`src/rtl/amx_pkg.sv`:
```
// Shared types, constants and helpers of the affine 3x4 matrix inverse.
package amx_pkg;

  localparam int unsigned QW     = 32;          // Q16.16 element
  localparam int unsigned PW     = 48;          // floored product of two elements
  localparam int unsigned CW     = 49;          // cofactor
  localparam int unsigned TW     = 81;          // element times cofactor
  localparam int unsigned DW     = 83;          // determinant, 32 fraction bits
  localparam int unsigned RW     = DW + 1;      // divider remainder
  localparam int unsigned SW     = 51;          // negated translation sum
  localparam int unsigned NSTEPS = 32;          // quotient bits per division
  localparam int unsigned CNTW   = $clog2(NSTEPS);
  localparam int unsigned NSTAGE = 6;           // front pipeline depth
  localparam int unsigned QDEPTH = 2;           // job queue depth
  localparam int unsigned QPTRW  = $clog2(QDEPTH);

  // Element indices (row * 4 + column) of a*b - c*d for each cofactor.
  localparam int unsigned COF_IDX [9][4] = '{
    '{5, 10, 9, 6},
    '{9, 2, 1, 10},
    '{1, 6, 5, 2},
    '{8, 6, 4, 10},
    '{0, 10, 8, 2},
    '{4, 2, 0, 6},
    '{4, 9, 8, 5},
    '{8, 1, 0, 9},
    '{0, 5, 4, 1}
  };

  typedef logic signed [QW-1:0] q_t;
  typedef logic signed [PW-1:0] p_t;
  typedef logic signed [CW-1:0] cof_t;

  // Divider control of the back end.
  typedef enum logic [1:0] {DIV_IDLE, DIV_RUN, DIV_DONE} div_state_e;

  typedef struct packed {
    q_t in_r0c0;
    q_t in_r0c1;
    q_t in_r0c2;
    q_t in_r0c3;
    q_t in_r1c0;
    q_t in_r1c1;
    q_t in_r1c2;
    q_t in_r1c3;
    q_t in_r2c0;
    q_t in_r2c1;
    q_t in_r2c2;
    q_t in_r2c3;
  } in_t;

  typedef struct packed {
    q_t out_r0c0;
    q_t out_r0c1;
    q_t out_r0c2;
    q_t out_r0c3;
    q_t out_r1c0;
    q_t out_r1c1;
    q_t out_r1c2;
    q_t out_r1c3;
    q_t out_r2c0;
    q_t out_r2c1;
    q_t out_r2c2;
    q_t out_r2c3;
  } out_t;

  // One classified transform handed from front to back.
  typedef struct packed {
    q_t   [2:0]    tcol;
    cof_t [8:0]    cof;
    logic          det_zero;
    logic          det_neg;
    logic [DW-1:0] det_mag;
  } job_t;

  // Product of two elements shifted right by 16, rounding toward minus infinity.
  function automatic p_t floor_mul(input q_t a, input q_t b);
    logic signed [2*QW-1:0] p;
    p = a * b;
    return p[2*QW-1:16];
  endfunction

  // Clamp the wide translation sum to the Q16.16 range.
  function automatic q_t sat_q(input logic signed [SW-1:0] x);
    logic hi_ones;
    logic hi_zeros;
    hi_ones  = &x[SW-1:QW-1];
    hi_zeros = ~|x[SW-1:QW-1];
    if (hi_ones || hi_zeros) begin
      return x[QW-1:0];
    end
    return x[SW-1] ? {1'b1, {(QW-1){1'b0}}} : {1'b0, {(QW-1){1'b1}}};
  endfunction

endpackage

```
`src/rtl/amx_queue.sv`:
```
// Two-entry queue of classified jobs between front and back.
module amx_queue (
  input  logic          clk_i,
  input  logic          rst_ni,
  input  logic          push_i,
  input  amx_pkg::job_t job_i,
  output logic          full_o,
  input  logic          pop_i,
  output logic          avail_o,
  output amx_pkg::job_t job_o
);

  amx_pkg::job_t mem_q [amx_pkg::QDEPTH];
  logic [amx_pkg::QPTRW-1:0] wr_q, rd_q;
  logic [amx_pkg::QPTRW:0]   cnt_q;

  assign full_o  = (cnt_q == (amx_pkg::QPTRW+1)'(amx_pkg::QDEPTH));
  assign avail_o = (cnt_q != '0);
  assign job_o   = mem_q[rd_q];

  always_ff @(posedge clk_i or negedge rst_ni) begin
    if (!rst_ni) begin
      wr_q  <= '0;
      rd_q  <= '0;
      cnt_q <= '0;
    end else begin
      if (push_i) begin
        wr_q <= wr_q + 1'b1;
      end
      if (pop_i) begin
        rd_q <= rd_q + 1'b1;
      end
      if (push_i && !pop_i) begin
        cnt_q <= cnt_q + 1'b1;
      end else if (pop_i && !push_i) begin
        cnt_q <= cnt_q - 1'b1;
      end
    end
  end

  always_ff @(posedge clk_i) begin
    if (push_i) begin
      mem_q[wr_q] <= job_i;
    end
  end

endmodule

```
`config.mk`:
```
export PLATFORM = sky130hd
export DESIGN_NAME = amx_queue
export DESIGN_NICKNAME = d
export VERILOG_FILES = /design/src/rtl/amx_pkg.sv /design/src/rtl/amx_queue.sv
export SDC_FILE = /design/constraint.sdc
export NUM_CORES = 1
export LEC_CHECK = 0
export BUFFER_PORTS_ARGS = -buffer_cell sky130_fd_sc_hd__buf_2
export CAP_MARGIN = 10
export CORE_AREA = 10 10 481 483
export CTS_CLUSTER_SIZE = 40
export DETAILED_ROUTE_END_ITERATION = 8
export DIE_AREA = 0 0 491 493
export MAX_ROUTING_LAYER = met4
export PLACE_DENSITY_LB_ADDON = 0.1
export SYNTH_ARGS = -nofsm -noshare
export SYNTH_HDL_FRONTEND = slang
export SYNTH_SLANG_ARGS = --single-unit
```
`constraint.sdc`:
```
create_clock -name clk_i -period 72.5 [get_ports clk_i]
set_clock_uncertainty 0.2 [all_clocks]
set_input_delay 7.25 -clock clk_i [delete_from_list [all_inputs] [get_ports clk_i]]
set_output_delay 7.25 -clock clk_i [all_outputs]
set_load 0.02 [all_outputs]
```
==> flow_metrics.tcl, run 1 <==
set metrics [dict create \
    filler_cell_count 22590 \
    cellLeakagePower_nw 21.58 \
    route.detailed.wl_per_inst_um 25.85 \
    grt_start_max_net_pins 138 \
    cts_root_buf "sky130_fd_sc_hd__clkbuf_16" \
    area_delta_synth_final_pct 32.17 \
    setup_slack_ps 57700 \
    netlist_instances 1951 \
    violations "design-rule violations" \
    run_status "complete, but fails checks" \
    worst_pin_slew_ps 1074 \
    maxCapViolCount 0 \
    period_share 0.2041 \
    m1WireLength_mm 64.81 \
    grt_setup_unrepaired "no" \
    max-clock-path-buffers 3 \
    ys_ff_latch 1248 \
    fmax_mhz 67.58 \
    post_synthesis_cell_type_count 14 \
    rr_worst_depth 5 \
    multiInputGateArea_um2 7099 \
    remaining_drc_errors 10 \
    finalWeightedCongestion 0.7830 \
    maxUsedRoutingLayer "met4" \
    detailedPlacementHpwl_mm 126.4 \
    dr_total_vias 24430 \
    classification_of_the_worst_setup_path "register to output pin" \
    place_inst 6134 \
    endpoint_kind "output pin" \
    power_density_nw_per_um2 42.48 \
    pre_cts_ws_ps 58310 \
    cts_max_level 4 \
    clock_latency_late_sink_ps 800 \
    grt_antenna_before_repair 176 \
    layout-drive-gt1-share 0.6141 \
    cts_hold_repair.buffers 0 \
    die_area_um2 242100 \
    routed-wl-met3_mm 18.66 \
    starting_drt_drc_count 1416 \
    route.detailed.vias_per_inst 3.765 \
    crit_path_start "rd_q$_DFFE_PN0P_" \
    fin_nets 3939 \
    numCtsBuffers 151 \
    postRouteWirelength_mm 167.7 \
    met2RoutedLength_mm 80.58 \
    cts_setup_buffers 0 \
    total_global_routing_overflow 0 \
    worstSetupStartpointType "register" \
    grt_pass1_wl_mm 223.8 \
    regToRegEndpoint "mem_q[0][530]$_DFFE_PP_" \
    r2r_slack_ps 67290 \
    total_power_mw 2.539 \
    drt-pass1-iter-count 9 \
    post_synth_instance_area_um2 45220 \
    grt_pass1_vias 25900 \
    synth.avg_cell_area_um2 23.18 \
    synth_largest_type_area_fraction 0.8261 \
    io_pins 1250 \
    cp-endpoint "job_o[546]" \
    core_region_area_um2 221400 \
    crit_path_max_fanout 82 \
    core.rowCount 173 \
    synth.area.top_cells "sky130_fd_sc_hd__edfxtp_1 (83%), sky130_fd_sc_hd__mux2_2 (15%), sky130_fd_sc_hd__buf_6 (1.3%)" \
    vdd.ir_drop.worst_mv 0.02228 \
    initial_core_util 0.2042 \
    rr_startpoint "wr_q$_DFFE_PN0P_" \
    mappedNetlistNets 2578 \
    critPathArrivalTime_ps 7350 \
    setup_violations_final 0 \
    synth_largest_area_cell "sky130_fd_sc_hd__edfxtp_1" \
    quantity_of_gates_resized_following_cts 0 \
    grt.total_usage 0.1357 \
    clkSinkCount 1248 \
    die_y_um 493 \
    clock_tree_from_tritoncts "done" \
    final.setup.tns_ps 0 \
    die_w_um 491 \
    synth_warnings 0 \
    clk_pin_slew_worst_paths_ps 60 \
    finalHoldViolations 0 \
    hold_path.class "register to register" \
    relSlewSlack 0.2842 \
    sequential_cell_area_um2 37460 \
    fin_cells 6489 \
    mostFrequentLayoutCells "sky130_fd_sc_hd__buf_2 (1249), sky130_fd_sc_hd__edfxtp_1 (1244), sky130_fd_sc_hd__mux2_2 (622)" \
    maxSlewViolCount 0 \
    detail-route-antenna-nets 0 \
    cp.required_ps 65050 \
    layout.cells.most_common "sky130_fd_sc_hd__buf_2" \
    port_buffers 1249 \
    clock_period_minus_worst_slack_ps 14800 \
    synth.yosys.seq_area_share 0.8283 \
]
==> report_power, final <==
group,total (mW),internal [mW],leakage [nW],switching [mW]
Combinational,0.813,0.276,7.56,0.538
Clock,0.731,0.428,2.30,0.303
Sequential,0.995,0.959,11.7,0.0361
Total,2.54,1.66,21.6,0.877
==> metal layers <==
metal	vias up	GRT usage
li1	10740	-
met2	1233	0.2234
met4	0	0.02842
met5	-	-
met3	350	0.06673
met1	12110	0.1487
==> per-stage QoR <==
stage / area (um^2) / hold WS [ps] / utilization
floorplan: 45220 / 247.4 / -
global placement: 54780 / 283.0 / 0.2474
detailed placement: 54780 / 276.8 / 0.2474
CTS: 59540 / 292.7 / 0.2689
global route: 59720 / 321.6 / 0.2697
finish: 59770 / 291.4 / 0.2699
==> sequential cells by signal (all words and copies together) (netlist names) <==
signal / flops
cnt_q: 2
mem_q: 1244
rd_q: 1
wr_q: 1
==> worst max-delay path, cell delays in order, from the launching register on <==
cell and delay, ps:
sky130_fd_sc_hd__dfrtp_4 820, sky130_fd_sc_hd__buf_4 850, sky130_fd_sc_hd__buf_4 760, sky130_fd_sc_hd__buf_4 830, sky130_fd_sc_hd__buf_4 760, sky130_fd_sc_hd__buf_4 700, sky130_fd_sc_hd__buf_4 860, sky130_fd_sc_hd__mux2_2 430
sky130_fd_sc_hd__buf_2 170
==> layout make-up <==
type	instances	area share
sequential	1248	0.6267
multi-input combinational	633	0.1188
timing repair buffer	1277	0.1087
clock buffer	197	0.06787
tap	2975	0.06228
clock inverter	67	0.01176
antenna	91	0.003810
inverter	1	0.00006280
==> cell usage after synthesis <==
master,count
sky130_fd_sc_hd__xor2_1,4
sky130_fd_sc_hd__buf_6,52
sky130_fd_sc_hd__nor2_1,1
sky130_fd_sc_hd__buf_2,16
sky130_fd_sc_hd__inv_1,1
sky130_fd_sc_hd__or2_2,1
sky130_fd_sc_hd__dfrtp_1,4
sky130_fd_sc_hd__and2_1,1
sky130_fd_sc_hd__nor2b_1,2
sky130_fd_sc_hd__edfxtp_1,1244
sky130_fd_sc_hd__buf_4,1
sky130_fd_sc_hd__ha_1,1
sky130_fd_sc_hd__mux2_2,622
sky130_fd_sc_hd__xnor2_1,1
==> logic make-up (layout without fill, tap and decap cells) <==
| logic type | Yosys count | in the layout | share of synthesized area |
|---|---|---|---|
| other | 0 | 91 | 0 |
| adder cells (fa/ha/maj) | 1 | 1 | 0.0002766 |
| XOR/XNOR | 5 | 5 | 0.0009683 |
| buffers and inverters | 70 | 1542 | 0.01497 |
| flip-flops | 1248 | 1248 | 0.8283 |
| multiplexers | 622 | 622 | 0.1549 |
| AND/OR/NAND/NOR | 5 | 5 | 0.0006364 |
==> worst min path at each step <==
stage                          from                   end  cells past startpoint
5_1_grt        cnt_q[1]$_DFFE_PN0P_  cnt_q[1]$_DFFE_PN0P_                      1
2_1_floorplan  cnt_q[1]$_DFFE_PN0P_  cnt_q[1]$_DFFE_PN0P_                      1
6_report       cnt_q[1]$_DFFE_PN0P_  cnt_q[1]$_DFFE_PN0P_                      1
3_3_place_gp   cnt_q[1]$_DFFE_PN0P_  cnt_q[1]$_DFFE_PN0P_                      1
4_1_cts        cnt_q[1]$_DFFE_PN0P_  cnt_q[1]$_DFFE_PN0P_                      1
3_5_place_dp   cnt_q[1]$_DFFE_PN0P_  cnt_q[1]$_DFFE_PN0P_                      1
Note: power is estimated with default switching activity, not from simulation.
==> inputs of run 2 (changes only) <==
Clock period 72.5 ns to 12.8 ns, I/O delays scaled along.
==> run 2 against run 1 <==
Compared with the run above: the flow now finishes without violations; sequential share of layout area barely moved; non-clock buffer count decreased by 7; final cell count is 0.23% higher; total power rose to 5.7 times the previous value; utilization is essentially flat; register-to-register slack got worse by 58000 ps; critical path type unchanged; first-iteration DRC count is 13% lower; die area unchanged.
==> flow_metrics.tcl, run 2 (synthesis results as in run 1) <==
set metrics [dict create \
    remaining_drc_errors 0 \
    worst_path_most_repeated_cell "sky130_fd_sc_hd__buf_4" \
    routed-wl-met3_mm 20.92 \
    biggestRegsByFlops "mem_q: 1244 flops, cnt_q: 2 flops" \
    classification_of_the_worst_setup_path "register to output pin" \
    cellLeakagePower_nw 21.60 \
    power_density_nw_per_um2 240.7 \
    clk_pin_slew_worst_paths_ps 50 \
    fmax_mhz 166.1 \
    route.detailed.vias_per_inst 3.746 \
    grt.total_usage 0.1375 \
    registers.top_by_ff_count "mem_q" \
    maxCapViolCount 0 \
    grt_setup_unrepaired "no" \
    max-clock-path-buffers 3 \
    worstSetupStartpointType "register" \
    grt_pass1_vias 25970 \
    rr_worst_depth 4 \
    setup_slack_ps 6780 \
    relSlewSlack 0.2706 \
    clock_period_minus_worst_slack_ps 6020 \
    quantity_of_gates_resized_following_cts 0 \
    finalHoldViolations 0 \
    pre_cts_ws_ps 7501 \
    postRouteWirelength_mm 169.3 \
    area_delta_synth_final_pct 32.25 \
    die_y_um 493 \
    cp.required_ps 11320 \
    port_buffers 1249 \
    hold_path.class "input port to asynchronous set/reset pin" \
    worst_pin_slew_ps 1094 \
    cts_setup_buffers 0 \
    mostFrequentLayoutCells "sky130_fd_sc_hd__buf_2 (1249), sky130_fd_sc_hd__edfxtp_1 (1244), sky130_fd_sc_hd__mux2_2 (622)" \
    rr_startpoint "wr_q$_DFFE_PN0P_" \
    period_share 0.4703 \
    critical_path.cell_chain "buf_4 > buf_4 > buf_12 > mux2_2 > buf_2" \
    filler_cell_count 22580 \
    final.setup.tns_ps 0 \
    layout.cells.most_common "sky130_fd_sc_hd__buf_2" \
    cp-endpoint "job_o[136]" \
    maxUsedRoutingLayer "met4" \
    route.detailed.wl_per_inst_um 26.03 \
    cts_hold_repair.buffers 0 \
    finalWeightedCongestion 0.8101 \
    place_inst 6127 \
    largest_register_ffs 1244 \
    dr_total_vias 24360 \
    detailedPlacementHpwl_mm 126.9 \
    total_global_routing_overflow 0 \
    core.rowCount 173 \
    fin_cells 6504 \
    grt_start_max_net_pins 147 \
    m1WireLength_mm 62.86 \
    endpoint_kind "output pin" \
    initial_core_util 0.2042 \
    drt-pass1-iter-count 5 \
    crit_path_top_delay_cell "sky130_fd_sc_hd__dfrtp_4" \
    io_pins 1250 \
    vdd.ir_drop.worst_mv 0.1788 \
    clkSinkCount 1248 \
    setup_violations_final 0 \
    cts_root_buf "sky130_fd_sc_hd__clkbuf_16" \
    starting_drt_drc_count 1239 \
    grt_pass1_wl_mm 225.8 \
    die_w_um 491 \
    regToRegEndpoint "mem_q[0][499]$_DFFE_PP_" \
    critPathArrivalTime_ps 4540 \
    crit_path_start "rd_q$_DFFE_PN0P_" \
    cpLargestDelayFamily "buffers and inverters" \
    clock_tree_from_tritoncts "done" \
    timing.critical_path.depth 5 \
    layout-drive-gt1-share 0.6114 \
    critPathBufInv 4 \
    core_region_area_um2 221400 \
    run_status "completed" \
    maxSlewViolCount 0 \
    die_area_um2 242100 \
    r2r_slack_ps 9270 \
    clock_latency_late_sink_ps 770 \
    fin_nets 3934 \
    cts_max_level 4 \
    met2RoutedLength_mm 80.26 \
    crit_path_max_fanout 146 \
    numCtsBuffers 153 \
    critical-path-max-stage-delay_ps 870 \
    grt_antenna_before_repair 194 \
    detail-route-antenna-nets 0 \
]
run 2: cell types whose count changed in the layout (fill, tap and decap cells not counted), moves of 4 or more:
cell	delta
sky130_fd_sc_hd__clkinv_1	+20
sky130_fd_sc_hd__clkbuf_1	-7
sky130_fd_sc_hd__buf_12	+8
sky130_fd_sc_hd__clkinvlp_4	-5
sky130_fd_sc_hd__diode_2	+5
sky130_fd_sc_hd__bufinv_16	-4
sky130_fd_sc_hd__buf_4	-15
sky130_fd_sc_hd__clkinv_2	+14
run 2: how the worst min path moves through the flow:
| stage | depth (start not counted) | end | start | slack [ps] |
|---|---|---|---|---|
| 6_report | 1 | rd_q$_DFFE_PN0P_ | rst_ni | 110 |
| 5_1_grt | 1 | rd_q$_DFFE_PN0P_ | rst_ni | 40 |
| 4_1_cts | 1 | rd_q$_DFFE_PN0P_ | rst_ni | 10 |
| 3_5_place_dp | 1 | cnt_q[1]$_DFFE_PN0P_ | cnt_q[1]$_DFFE_PN0P_ | 280 |
| 3_3_place_gp | 1 | cnt_q[1]$_DFFE_PN0P_ | cnt_q[1]$_DFFE_PN0P_ | 260 |
| 2_1_floorplan | 1 | cnt_q[1]$_DFFE_PN0P_ | cnt_q[1]$_DFFE_PN0P_ | 250 |
run 2: metrics by stage:
step                power (mW)  cell area, um^2  hold WS [ps]    util
detailed placement       10.58            54830         282.8  0.2476
floorplan                8.872            45230         247.4       -
finish                   14.39            59810         112.4  0.2701
global route             15.14            59800         35.14  0.2700
global placement         10.60            54830         264.0  0.2476
CTS                      14.77            59570         14.24  0.2690
run 2: layout make-up:
type                       instances  area [um^2]  share of cell area
antenna                           96        240.2            0.004017
inverter                           1        3.754          0.00006276
clock inverter                    90        658.1             0.01100
clock buffer                     191         4078             0.06818
timing repair buffer            1270         6546              0.1095
tap                             2975         3722             0.06224
multi-input combinational        633         7099              0.1187
sequential                      1248        37460              0.6263
run 2: report_power, final:
part	total [mW]	internal [mW]	leakage, nW	switching, mW
combinational	4.70	1.58	7.55	3.13
clock	4.09	2.36	2.33	1.72
sequential	5.61	5.43	11.7	0.180
total	14.4	9.37	21.6	5.03
run 2: metal layers:
metal	vias up	GRT usage
li1	10760	-
met1	12010	0.1421
met2	1223	0.2215
met3	374	0.08006
met4	0	0.04065
met5	-	-
run 2: worst register-to-register path, delay by kind of cell (launching register included):
kind / cells / cell delay, ps
flip-flops: 1 / 420
AND/OR/NAND/NOR: 1 / 190
buffers and inverters: 3 / 2120
